## config.mk

```make
export PLATFORM = sky130hd
export DESIGN_NAME = lbh_post
export DESIGN_NICKNAME = d
export VERILOG_FILES = /design/src/rtl/lbh_pkg.sv /design/src/rtl/lbh_post.sv
export SDC_FILE = /design/constraint.sdc
export NUM_CORES = 1
export LEC_CHECK = 0
export BUFFER_PORTS_ARGS = -buffer_cell sky130_fd_sc_hd__buf_4
export CORE_ASPECT_RATIO = 0.9
export CORE_UTILIZATION = 39
export DETAILED_ROUTE_END_ITERATION = 16
export HOLD_SLACK_MARGIN = 0.12
export PLACE_DENSITY_LB_ADDON = 0.12
export SKIP_CTS_REPAIR_TIMING = 1
export SYNTH_ARGS = -nofsm -noshare
export SYNTH_HDL_FRONTEND = slang
export SYNTH_SLANG_ARGS = --single-unit
```

## constraint.sdc

```tcl
create_clock -name aclk -period 15.6 [get_ports aclk]
set_clock_uncertainty 0.15 [all_clocks]
set_input_delay 0 -clock aclk [delete_from_list [all_inputs] [get_ports aclk]]
set_output_delay 0 -clock aclk [all_outputs]
set_load 0.005 [all_outputs]
```

## src/rtl/lbh_pkg.sv

```systemverilog
// Shared types and constants for the LSH bucket hash block.
// Used by lbh_cell, lbh_post and lsh_bucket_hash; depends on nothing.
package lbh_pkg;

    localparam int H_W    = 50;
    localparam int G_W    = 56;
    localparam int ACC_W  = 64;
    localparam int TS_W   = 21;
    localparam int BKT_W  = 20;
    localparam int MAG_W  = 31;
    localparam int WIN_SHIFT = 14;

    localparam logic [MAG_W-1:0] ID_MOD = 31'h7FFF_FFFF;
    localparam logic [TS_W-1:0]  MAX_TS = 21'h10_0000;

    typedef enum logic [1:0] {
        OP_COEF  = 2'd0,
        OP_OFFS  = 2'd1,
        OP_COORD = 2'd2,
        OP_NONE  = 2'd3
    } opcode_t;

    localparam logic REG_TABLE_SIZE = 1'b0;
    localparam logic REG_R_WEIGHTS  = 1'b1;

    typedef enum logic [3:0] {
        P_IDLE,
        P_FIN,
        P_WAIT,
        P_SHIFT,
        P_ABS,
        P_FOLD1,
        P_FOLD2,
        P_FIX,
        P_DIV,
        P_OUT
    } post_state_t;

    typedef struct packed {
        logic fin;
        logic shift;
    } cell_ctrl_t;

    typedef struct packed {
        logic              v;
        logic [6:0]        ci;
        logic signed [31:0] x;
    } coord_t;

endpackage

```

## src/rtl/lbh_post.sv

```systemverilog
// Result sequencer: weighted sum per table, Mersenne reduction, bucket divider.
// Depends on lbh_pkg; owns the result output register.
module lbh_post #(
    parameter int TABLES          = 5,
    parameter int FUNCS_PER_TABLE = 4
) (
    input  logic                        aclk,
    input  logic                        aresetn,
    input  logic                        start,
    input  logic [lbh_pkg::TS_W-1:0]    table_size,
    input  logic [15:0]                 r_weights,
    input  logic signed [lbh_pkg::H_W-1:0] h_head,
    output lbh_pkg::cell_ctrl_t         ctrl,
    output logic                        busy,
    output logic                        m_tvalid,
    input  logic                        m_tready,
    output logic [55:0]                 m_tdata,
    output logic [3:0]                  m_tuser,
    output logic                        m_tlast
);
    import lbh_pkg::*;

    localparam int FW = FUNCS_PER_TABLE > 1 ? $clog2(FUNCS_PER_TABLE) : 1;

    post_state_t             state_reg, state_next;
    logic [FW-1:0]           f_reg, f_next;
    logic [3:0]              t_reg, t_next;
    logic [G_W-1:0]          g_reg, g_next;
    logic                    neg_reg, neg_next;
    logic [MAG_W+1:0]        mag_reg, mag_next;
    logic [MAG_W-1:0]        dvd_reg, dvd_next;
    logic [TS_W-1:0]         rem_reg, rem_next;
    logic [4:0]              cnt_reg, cnt_next;
    logic                    vld_reg, vld_next;
    logic [55:0]             data_reg, data_next;
    logic [3:0]              user_reg, user_next;
    logic                    last_reg, last_next;

    logic [TS_W-1:0]         ts_eff;
    logic [1:0]              r_w;
    logic signed [H_W+1:0]   rh;
    logic [TS_W:0]           trial;
    logic [TS_W-1:0]         bucket;
    logic [31:0]             id_val;

    assign ts_eff = (table_size == '0) ? TS_W'(1) :
                    (table_size > MAX_TS) ? MAX_TS : table_size;
    assign r_w    = r_weights[2*f_reg +: 2];
    assign rh     = h_head * $signed({1'b0, r_w});
    assign trial  = {rem_reg, dvd_reg[MAG_W-1]};
    assign bucket = (neg_reg && rem_reg != '0) ? ts_eff - rem_reg : rem_reg;
    assign id_val = neg_reg ? 32'(-{1'b0, mag_reg[MAG_W-1:0]}) : {1'b0, mag_reg[MAG_W-1:0]};

    always_comb begin
        state_next = state_reg;
        f_next     = f_reg;
        t_next     = t_reg;
        g_next     = g_reg;
        neg_next   = neg_reg;
        mag_next   = mag_reg;
        dvd_next   = dvd_reg;
        rem_next   = rem_reg;
        cnt_next   = cnt_reg;
        vld_next   = vld_reg && !m_tready;
        data_next  = data_reg;
        user_next  = user_reg;
        last_next  = last_reg;
        ctrl       = '0;
        unique case (state_reg)
            P_IDLE: begin
                if (start) begin
                    state_next = P_FIN;
                    f_next     = '0;
                    t_next     = '0;
                    g_next     = '0;
                end
            end
            P_FIN: begin
                ctrl.fin   = 1'b1;
                state_next = P_WAIT;
            end
            P_WAIT: begin
                state_next = P_SHIFT;
            end
            P_SHIFT: begin
                ctrl.shift = 1'b1;
                g_next     = g_reg + G_W'(rh);
                if (f_reg == FW'(FUNCS_PER_TABLE - 1)) begin
                    f_next     = '0;
                    state_next = P_ABS;
                end else begin
                    f_next = f_reg + 1'b1;
                end
            end
            P_ABS: begin
                neg_next   = g_reg[G_W-1];
                g_next     = g_reg[G_W-1] ? -g_reg : g_reg;
                state_next = P_FOLD1;
            end
            P_FOLD1: begin
                mag_next   = (MAG_W+2)'(g_reg[MAG_W-1:0]) + (MAG_W+2)'(g_reg[G_W-1:MAG_W]);
                state_next = P_FOLD2;
            end
            P_FOLD2: begin
                mag_next   = (MAG_W+2)'(mag_reg[MAG_W-1:0]) + (MAG_W+2)'(mag_reg[MAG_W+1:MAG_W]);
                state_next = P_FIX;
            end
            P_FIX: begin
                if (mag_reg >= (MAG_W+2)'(ID_MOD)) begin
                    mag_next = mag_reg - (MAG_W+2)'(ID_MOD);
                    dvd_next = MAG_W'(mag_reg - (MAG_W+2)'(ID_MOD));
                end else begin
                    dvd_next = mag_reg[MAG_W-1:0];
                end
                rem_next   = '0;
                cnt_next   = 5'(MAG_W - 1);
                state_next = P_DIV;
            end
            P_DIV: begin
                if (trial >= {1'b0, ts_eff}) begin
                    rem_next = TS_W'(trial - {1'b0, ts_eff});
                end else begin
                    rem_next = trial[TS_W-1:0];
                end
                dvd_next = {dvd_reg[MAG_W-2:0], 1'b0};
                cnt_next = cnt_reg - 1'b1;
                if (cnt_reg == '0) begin
                    state_next = P_OUT;
                end
            end
            P_OUT: begin
                if (!vld_reg || m_tready) begin
                    vld_next  = 1'b1;
                    data_next = {4'b0, id_val, bucket[BKT_W-1:0]};
                    user_next = t_reg;
                    last_next = (t_reg == 4'(TABLES - 1));
                    g_next    = '0;
                    if (t_reg == 4'(TABLES - 1)) begin
                        state_next = P_IDLE;
                    end else begin
                        t_next     = t_reg + 1'b1;
                        state_next = P_SHIFT;
                    end
                end
            end
            default: begin
                state_next = P_IDLE;
            end
        endcase
    end

    always_ff @(posedge aclk) begin
        if (!aresetn) begin
            state_reg <= P_IDLE;
            vld_reg   <= 1'b0;
            f_reg     <= '0;
            t_reg     <= '0;
        end else begin
            state_reg <= state_next;
            vld_reg   <= vld_next;
            f_reg     <= f_next;
            t_reg     <= t_next;
        end
        g_reg    <= g_next;
        neg_reg  <= neg_next;
        mag_reg  <= mag_next;
        dvd_reg  <= dvd_next;
        rem_reg  <= rem_next;
        cnt_reg  <= cnt_next;
        data_reg <= data_next;
        user_reg <= user_next;
        last_reg <= last_next;
    end

    assign busy     = (state_reg != P_IDLE);
    assign m_tvalid = vld_reg;
    assign m_tdata  = data_reg;
    assign m_tuser  = user_reg;
    assign m_tlast  = last_reg;

endmodule
```

Word level (Yosys, flattened, before mapping)
Index checks and enable logic that the tools add are counted.
Cells by class
  multiply operators: 1
  magnitude comparators: 3
  add/subtract/negate cells: 11
  reductions and logical operators: 22
  equality and inequality tests: 18
  mux-type cells: 32
  shifts and indexed selects: 1
  bitwise operators: 0
  div/mod/pow operators: 0
Operators with widths (count)
  $pmux W56 S4: 1
  $mux W56: 3
  $pmux W33 S3: 1
  $mux W21: 3
  $mux W31: 2
  $pmux W31 S2: 1
  $add A56 B56 Y56: 1
  $neg A56 Y56: 1
  $mul A50 B3 Y52: 1
  $pmux W21 S2: 1
  $pmux W4 S10: 1
  $ge A33 B31 Y1 const B: 1
  $mux W33: 1
  $sub A33 B31 Y33 const B: 1
  $add A31 B2 Y32: 1
  $add A31 B25 Y32: 1
  $neg A31 Y32: 1
  $mux W4: 7
  $ge A22 B21 Y1: 1
  $gt A21 B21 Y1 const B: 1
  $logic_not A21 Y1: 1
  $reduce_bool A21 Y1: 1
  $sub A21 B21 Y21: 1
  $eq A4 B3 Y1 const B: 5
  other kinds (27): 49
Storage, ports and cells
  bits in registers: 215
  memory bits (writable): 0
  memories: 0
  latch bits: 0
  bits of input ports: 91
  bits in read-only memories: 0
  logic and storage cells: 103
  output and inout port bits: 65

Logic depth before layout (Yosys ltp)
Gate-level depths: netlist (run 1).
  depth in word-level cells: 6
  gate-level depth with buffers: 30
  mapped depth without buffers: 29

Worst setup path before layout (run 1)
Ideal clock, no wire load.
  kind: reg2reg
  start point: register f_reg[0]
  end point: register g_reg[54] (data pin)
  stages on the path, launching flop included: 30
  path buffers: 2
  clock period less this slack: 6.539 ns
  arrival time: 6.124 ns
  library setup time: 0.265 ns
  required time: 15.185 ns
  path slack: 9.061 ns
  cells stage by stage: dfxtp_1 mux4_2 clkbuf_1 and2_1 ha_1 ha_1 inv_1 fa_1 nor2b_1 o21ai_0 a21boi_0 o31ai_1 a21oi_1 a211oi_1 nor2b_1 nor2_1 xnor2_1 ha_1 clkbuf_1 and4_1 nand2_1 or2_2 o221a_2 o211ai_1 a21oi_1 a21oi_1 a211oi_1 a21boi_0 nor4b_1 or3_1
On the way
  longest elaborated chain between the ends: 4
RTL lines
  start: declaration: RTL line lbh_post.sv:26  | logic [FW-1:0] f_reg, f_next;
  start signal: assignment: RTL line lbh_post.sv:161  | f_reg <= f_next;
  $shiftx A16 B4 Y2: RTL line lbh_post.sv:48  | assign r_w = r_weights[2*f_reg +: 2];
  $mul A50 B3 Y52: RTL line lbh_post.sv:49  | assign rh = h_head * $signed({1'b0, r_w});
  $add A56 B56 Y56: RTL line lbh_post.sv:87  | g_next = g_reg + G_W'(rh);
  $pmux W56 S4: RTL line lbh_post.sv:69  | unique case (state_reg)
  net g_next[54]: RTL line lbh_post.sv:28  | logic [G_W-1:0] g_reg, g_next;
  end signal: assignment: RTL line lbh_post.sv:164  | g_reg <= g_next;
  end: declaration: RTL line lbh_post.sv:28
The timed path passes the listed nets, and every way through them passes these cells.
A chain may end at the register's enable or synchronous reset.

Worst setup path after layout (run 1)
Ends and elaborated chain as after synthesis.

==> metrics.txt, run 1 <==
cell mode on critical path a21oi_1; Max Cap Viol 0; ANT nets after route 0; post-DP HPWL a little under 50 mm; Starting Density 39.57%; final hold vios 0; worst reg2reg setup slack ~7.6 ns; Tcrit/Tclk final 50.96%; relative slew slack 24.52%; clk sinks roughly 220; CP Capture Type flip-flop; Yosys top cell by area edfxtp_1; min cycle time layout 7.950 ns; # nets final 3045; Worst Path Max Fanout 51; pin count of the biggest net entering global routing 63; Clock Tree Root clkbuf_16; Netlist cell types 76; CP startpoint f_reg[0]; Avg Vias per Cell 5.586; RSZ-0062 raised after global routing false; CP required 15.75 ns; Syn Area/Cell 8.363 sq um; CP startpoint kind flip-flop; max-slew violation count 0; Placement Setup Slack 7.674 ns; Setup TNS Final 0 ns; register area share after synthesis 28.68%; outcome complete, no violations; placed instance count 3434; post-placement cell area ~0.024 sq mm; Largest register FFs 56; # fillers 5575; crit path DAT 8.10 ns; Leak 10.47 nW; worst r2r src f_reg[0]; Worst R2R Path Depth 29; Final Setup Violations 0; first drt pass iteration count 5; Worst Setup EP g_reg[54]; WL per Instance 17.45 um; initial antenna violation count 0; Synth async-reset ratio 0%; GPL Wtd Cong 0.8854; Horiz. Die Dim 253.1 um; CTS buffer count 26; Worst-Skew Late Latency around 0.55 ns; Initial DRC Count ~1200; chip height 228.0 um; top cells by area, synth edfxtp_1 28%, ha_1 13%, xnor2_1 6.3%; Min-Delay Path Class in2reg; Area growth, synth to finish 12.40%; Commonest cells post-synth 266 x nand2_1, 231 x ha_1, 210 x o21ai_0; Slew @ Worst Pin ~1.1 ns; Setup CP Type reg2reg; fmax 125.8 MHz; Tot GR Track Use 20.74%; Vias 19520; mapped cell area 0.02213 sq mm; Reg area 0.006346 sq mm; Core Area 0.05592 sq mm; peak supply drop 0.1127 mV; CTS tree yes; Port Buffer Count 143; first-pass GRT wire length 98.20 mm; most frequent cell after synthesis nand2_1; Cells after Synth 2646; Slowest-stage cell, CP mux4_2; critical path's largest stage delay 0.86 ns; GRT overflow 0; Pwr Density 161.2 mW/mm^2; H-tree level count 1; Primary FF master, synth edfxtp_1; fin worst setup slack 7.650 ns; post-route insts no fill 3494; top cell type's share of synthesized area between 20% and 30%; WHS 0.02928 ns; EDFF count, synth approximately 200; Finished Cell Area 0.02487 sq mm; Rows 82; die area approximately 0.058 sq mm; total wire length between 60 and 70 mm; Max Root-Sink Buffers 3; Synth Register Bits 215; area of the multi-input gates around 0.015 sq mm; reg2reg end g_reg[54]; proportion of layout cells with a drive suffix above 1 8.769%; clock-pin slew on the worst setup and hold paths 0.06 ns; residual DRC count 0; YS warnings 0; I/O pin total 156; vias in the first global route 18440
==> cells in the final DEF, fill, tap and decap left out, types with 24 or more instances in the layout <==
cell type / count
a21o_1: 93
a21oi_1: 167
and2_1: 115
and3_1: 36
buf_4: 157
clkbuf_16: 30
edfxtp_1: 204
ha_1: 231
inv_1: 103
nand2_1: 265
nand2b_1: 30
nand3_1: 64
nand4_1: 36
nor2_1: 181
nor2b_1: 33
nor3_1: 59
nor4_1: 24
o21a_1: 26
o21ai_0: 210
o21bai_1: 25
o22ai_1: 54
or3_1: 24
xnor2_1: 158
xor2_1: 96
==> power breakdown <==
group	internal, W	leakage, nW	switching (W)
combinational	0.000913	8.03	0.00132
clock	0.000409	0.452	0.000255
sequential	0.000873	1.99	0.000238
==> worst min path at each step <==
stage,depth (start not counted),startpoint,to,slack [ns]
CTS,2,aresetn,m_tvalid,-0.41
global route,6,table_size[6],m_tdata[6],0.13
global placement,2,aresetn,m_tvalid,0.17
floorplan,1,aresetn,state_reg[2],0.02
detailed placement,2,aresetn,m_tvalid,0.17
finish,6,table_size[6],m_tdata[6],0.03
==> layer usage <==
| layer | GRT usage (%) | vias to the layer above | wire length [um] |
|---|---|---|---|
| met2 | 33.89 | 463 | 27570 |
| met3 | 1.506 | 72 | 2540 |
| met1 | 29.40 | 9158 | 29380 |
| met5 | 0 | - | 0 |
| met4 | 5.455 | 0 | 1468 |
| li1 | - | 9826 | - |
==> stage by stage <==
step | power (W) | util [%]
2_1_floorplan | 0.002709 | -
3_3_place_gp | 0.003307 | 42.58
3_5_place_dp | 0.003333 | 42.58
4_1_cts | 0.004018 | 44.28
5_1_grt | 0.004333 | 44.48
6_report | 0.004009 | 44.48
==> area by class of cell <==
cell class	instances	share of cell area, %
well taps	756	3.803
diodes	1	0.01006
flip-flops and latches	215	25.51
inverters	103	1.554
repair buffers	168	5.181
clock buffers	35	3.214
multi-input cells	2203	60.10
clock inverters	13	0.6187
==> critical path: cells and delay by family (launching register included) <==
kind / cells / cell delay [ns]
AOI/OAI and AO/OA: 13 / 2.89
and+or+nand+nor: 9 / 1.82
adders and majority gates: 4 / 1.27
muxes: 1 / 0.86
DFF: 1 / 0.44
xor gates and xnor gates: 1 / 0.15
buffers and inverters: 1 / 0.06
==> cell families (layout without fill, tap and decap cells) <==
logic type | count (synthesis) | after routing | synth area share [%]
other | 1 | 5 | 0.01695
adders and majority gates | 237 | 237 | 13.60
xor gates and xnor gates | 255 | 255 | 10.15
DFF | 215 | 215 | 28.68
muxes | 20 | 20 | 1.018
AOI/OAI and AO/OA | 758 | 758 | 21.57
and+or+nand+nor | 929 | 929 | 20.95
buffers and inverters | 231 | 319 | 4.009
Note: power is estimated with default switching activity, not from simulation.
==> inputs of run 2 (changes only) <==
clock period = 6.6 ns   (was 15.6 ns; I/O delays follow)
==> metrics.txt, run 2 (synthesized netlist as in run 1, its figures left out) <==
RSZ-0062 raised after global routing true; Final Setup Violations 0 (unchanged); relative slew slack 25.06% (+0.55 points); clock-pin slew on the worst setup and hold paths 0.06 ns (about the same); Placement Setup Slack -0.5146 ns (-8.189 ns); WHS 0.08892 ns (+0.05964 ns); worst hold path endpoint m_tdata[19]; Hold Crit Start table_size[19]; commonest non-fill, non-tap cells in the layout 312 x buf_4, 261 x nand2_1, 210 x ha_1; Core Area 0.05592 sq mm (unchanged); H-tree level count 1 (unchanged); Setup CP Type reg2reg; pin count of the biggest net entering global routing 63 (unchanged); worst reg2reg setup slack 0.04 ns (-7.61 ns); worst r2r src f_reg[0]; most common cell after layout, fill and taps aside buf_4; fin worst setup slack 0.03958 ns (-7.610 ns); Area growth, synth to finish 20.98%; Port Buffer Count 143 (unchanged); Starting Density 39.57% (unchanged); I/O pin total 156 (unchanged); die area 0.05770 sq mm (unchanged); Leak 11.33 nW (+8.2%); clk sinks 215 (unchanged); final hold vios 0 (unchanged); CP required 6.73 ns (-9.02 ns); max-slew violation count 0 (unchanged); Slew @ Worst Pin 1.124 ns (-0.008212 ns); chip height 228.0 um (unchanged); # diodes 0 (-1); Min-Delay Path Class in2reg; Largest register FFs 56 (unchanged); Pwr Density 384.3 mW/mm^2 (+140%); total wire length 64.51 mm (+5.8%); Tcrit/Tclk final 99.40% (+48 points); first drt pass iteration count 5 (unchanged); WL per Instance 17.62 um (+1.0%); Tot GR Track Use 21.17% (+0.43 points); outcome complete, no violations; Max Root-Sink Buffers 3 (unchanged); Worst R2R Path Depth 27 (-6.9%); # fillers 5398 (-3.2%); residual DRC count 0 (unchanged); crit path DAT 6.70 ns (-1.40 ns); first-pass GRT wire length 99.91 mm (+1.7%); CP startpoint kind flip-flop; reg2reg end g_reg[54]; Vias 20090 (+2.9%); CTS tree yes; proportion of layout cells with a drive suffix above 1 17.11% (+8.3 points); Worst Path Max Fanout 6 (-88%); Horiz. Die Dim 253.1 um (unchanged); CP Capture Type flip-flop; CTS buffer count 25 (-3.8%); vias in the first global route 18810 (+2.0%); GPL Wtd Cong 0.8967 (+1.3%); fmax 152.4 MHz (+21%); GRT overflow 0 (unchanged); Rows 82 (unchanged); min cycle time layout 6.560 ns (-1.390 ns); ANT nets after route 0 (unchanged); peak supply drop 0.2259 mV (+100%); initial antenna violation count 0 (unchanged); Worst-Skew Late Latency 0.54 ns (about the same); Max Cap Viol 0 (unchanged); Clock Tree Root clkbuf_16; hold path cells 5 (-1); # nets final 3215 (+5.6%); Avg Vias per Cell 5.489 (-1.8%); post-DP HPWL 49.44 mm (+2.9%); Initial DRC Count 1186 (-2.1%)
## run 2: final cells by class
type / count / area, sq um / area share, %
well taps: 756 / 945.9 / 3.533
multi-input cells: 2203 / 15590 / 58.23
clock inverters: 11 / 148.9 / 0.5562
clock buffers: 34 / 659.4 / 2.463
flip-flops and latches: 215 / 6350 / 23.72
inverters: 103 / 386.6 / 1.444
repair buffers: 339 / 2691 / 10.05
## run 2: per-layer routing
metal / vias up / GRT usage, % / wire, um
met2: 428 / 34.08 / 29400
met4: 0 / 5.758 / 1355
li1: 10180 / - / -
met5: - / 0 / 0
met1: 9429 / 30.47 / 31320
met3: 57 / 1.369 / 2434
## run 2: critical path, stage by stage (launching register included)
cell and delay, ns:
dfxtp_4 0.36, mux4_2 0.59, buf_6 0.19, clkbuf_16 0.16, and2_1 0.15, ha_1 0.33
ha_4 0.25, and3_4 0.15, a221oi_4 0.28, o22ai_2 0.11, a21oi_2 0.15, nor2b_4 0.18
o21a_1 0.15, nor2_2 0.06, nor4_2 0.28, nor2_1 0.10, xor2_1 0.18, ha_1 0.34
a21o_1 0.18, a221oi_2 0.26, o221a_2 0.22, o211ai_1 0.13, a21oi_2 0.25, a21oi_2 0.11
a211oi_2 0.33, a21boi_1 0.13, and4b_1 0.20, or3_1 0.30
## run 2: report_power, final
part | switching [W] | internal [W]
logic | 0.00342 | 0.00282
registers | 0.000581 | 0.00206
clock network | 0.000581 | 0.000821
## run 2: per-stage QoR
step                      instance area [sq um]  total power (W)  setup TNS [ns]  utilization (%)  std cells
after detailed placement                  24880         0.008440          -2.389            44.50       3574
after global routing                      26770          0.01107         -0.9340            47.88       3661
after global placement                    24880         0.008398          -1.022            44.50       3574
after CTS                                 25690         0.009884          -2.816            45.95       3619
final                                     26770          0.01029               0            47.88       3661
after floorplan                           22140         0.006402               0                -       2649
## run 2: worst max-delay path by stage
stage,from,to,slack [ns]
floorplan,f_reg[0],g_reg[54],0.06
global placement,f_reg[0],g_reg[54],-0.38
detailed placement,f_reg[0],g_reg[54],-0.51
CTS,f_reg[0],g_reg[54],-0.54
global route,f_reg[0],g_reg[54],-0.22
finish,f_reg[0],g_reg[54],0.04
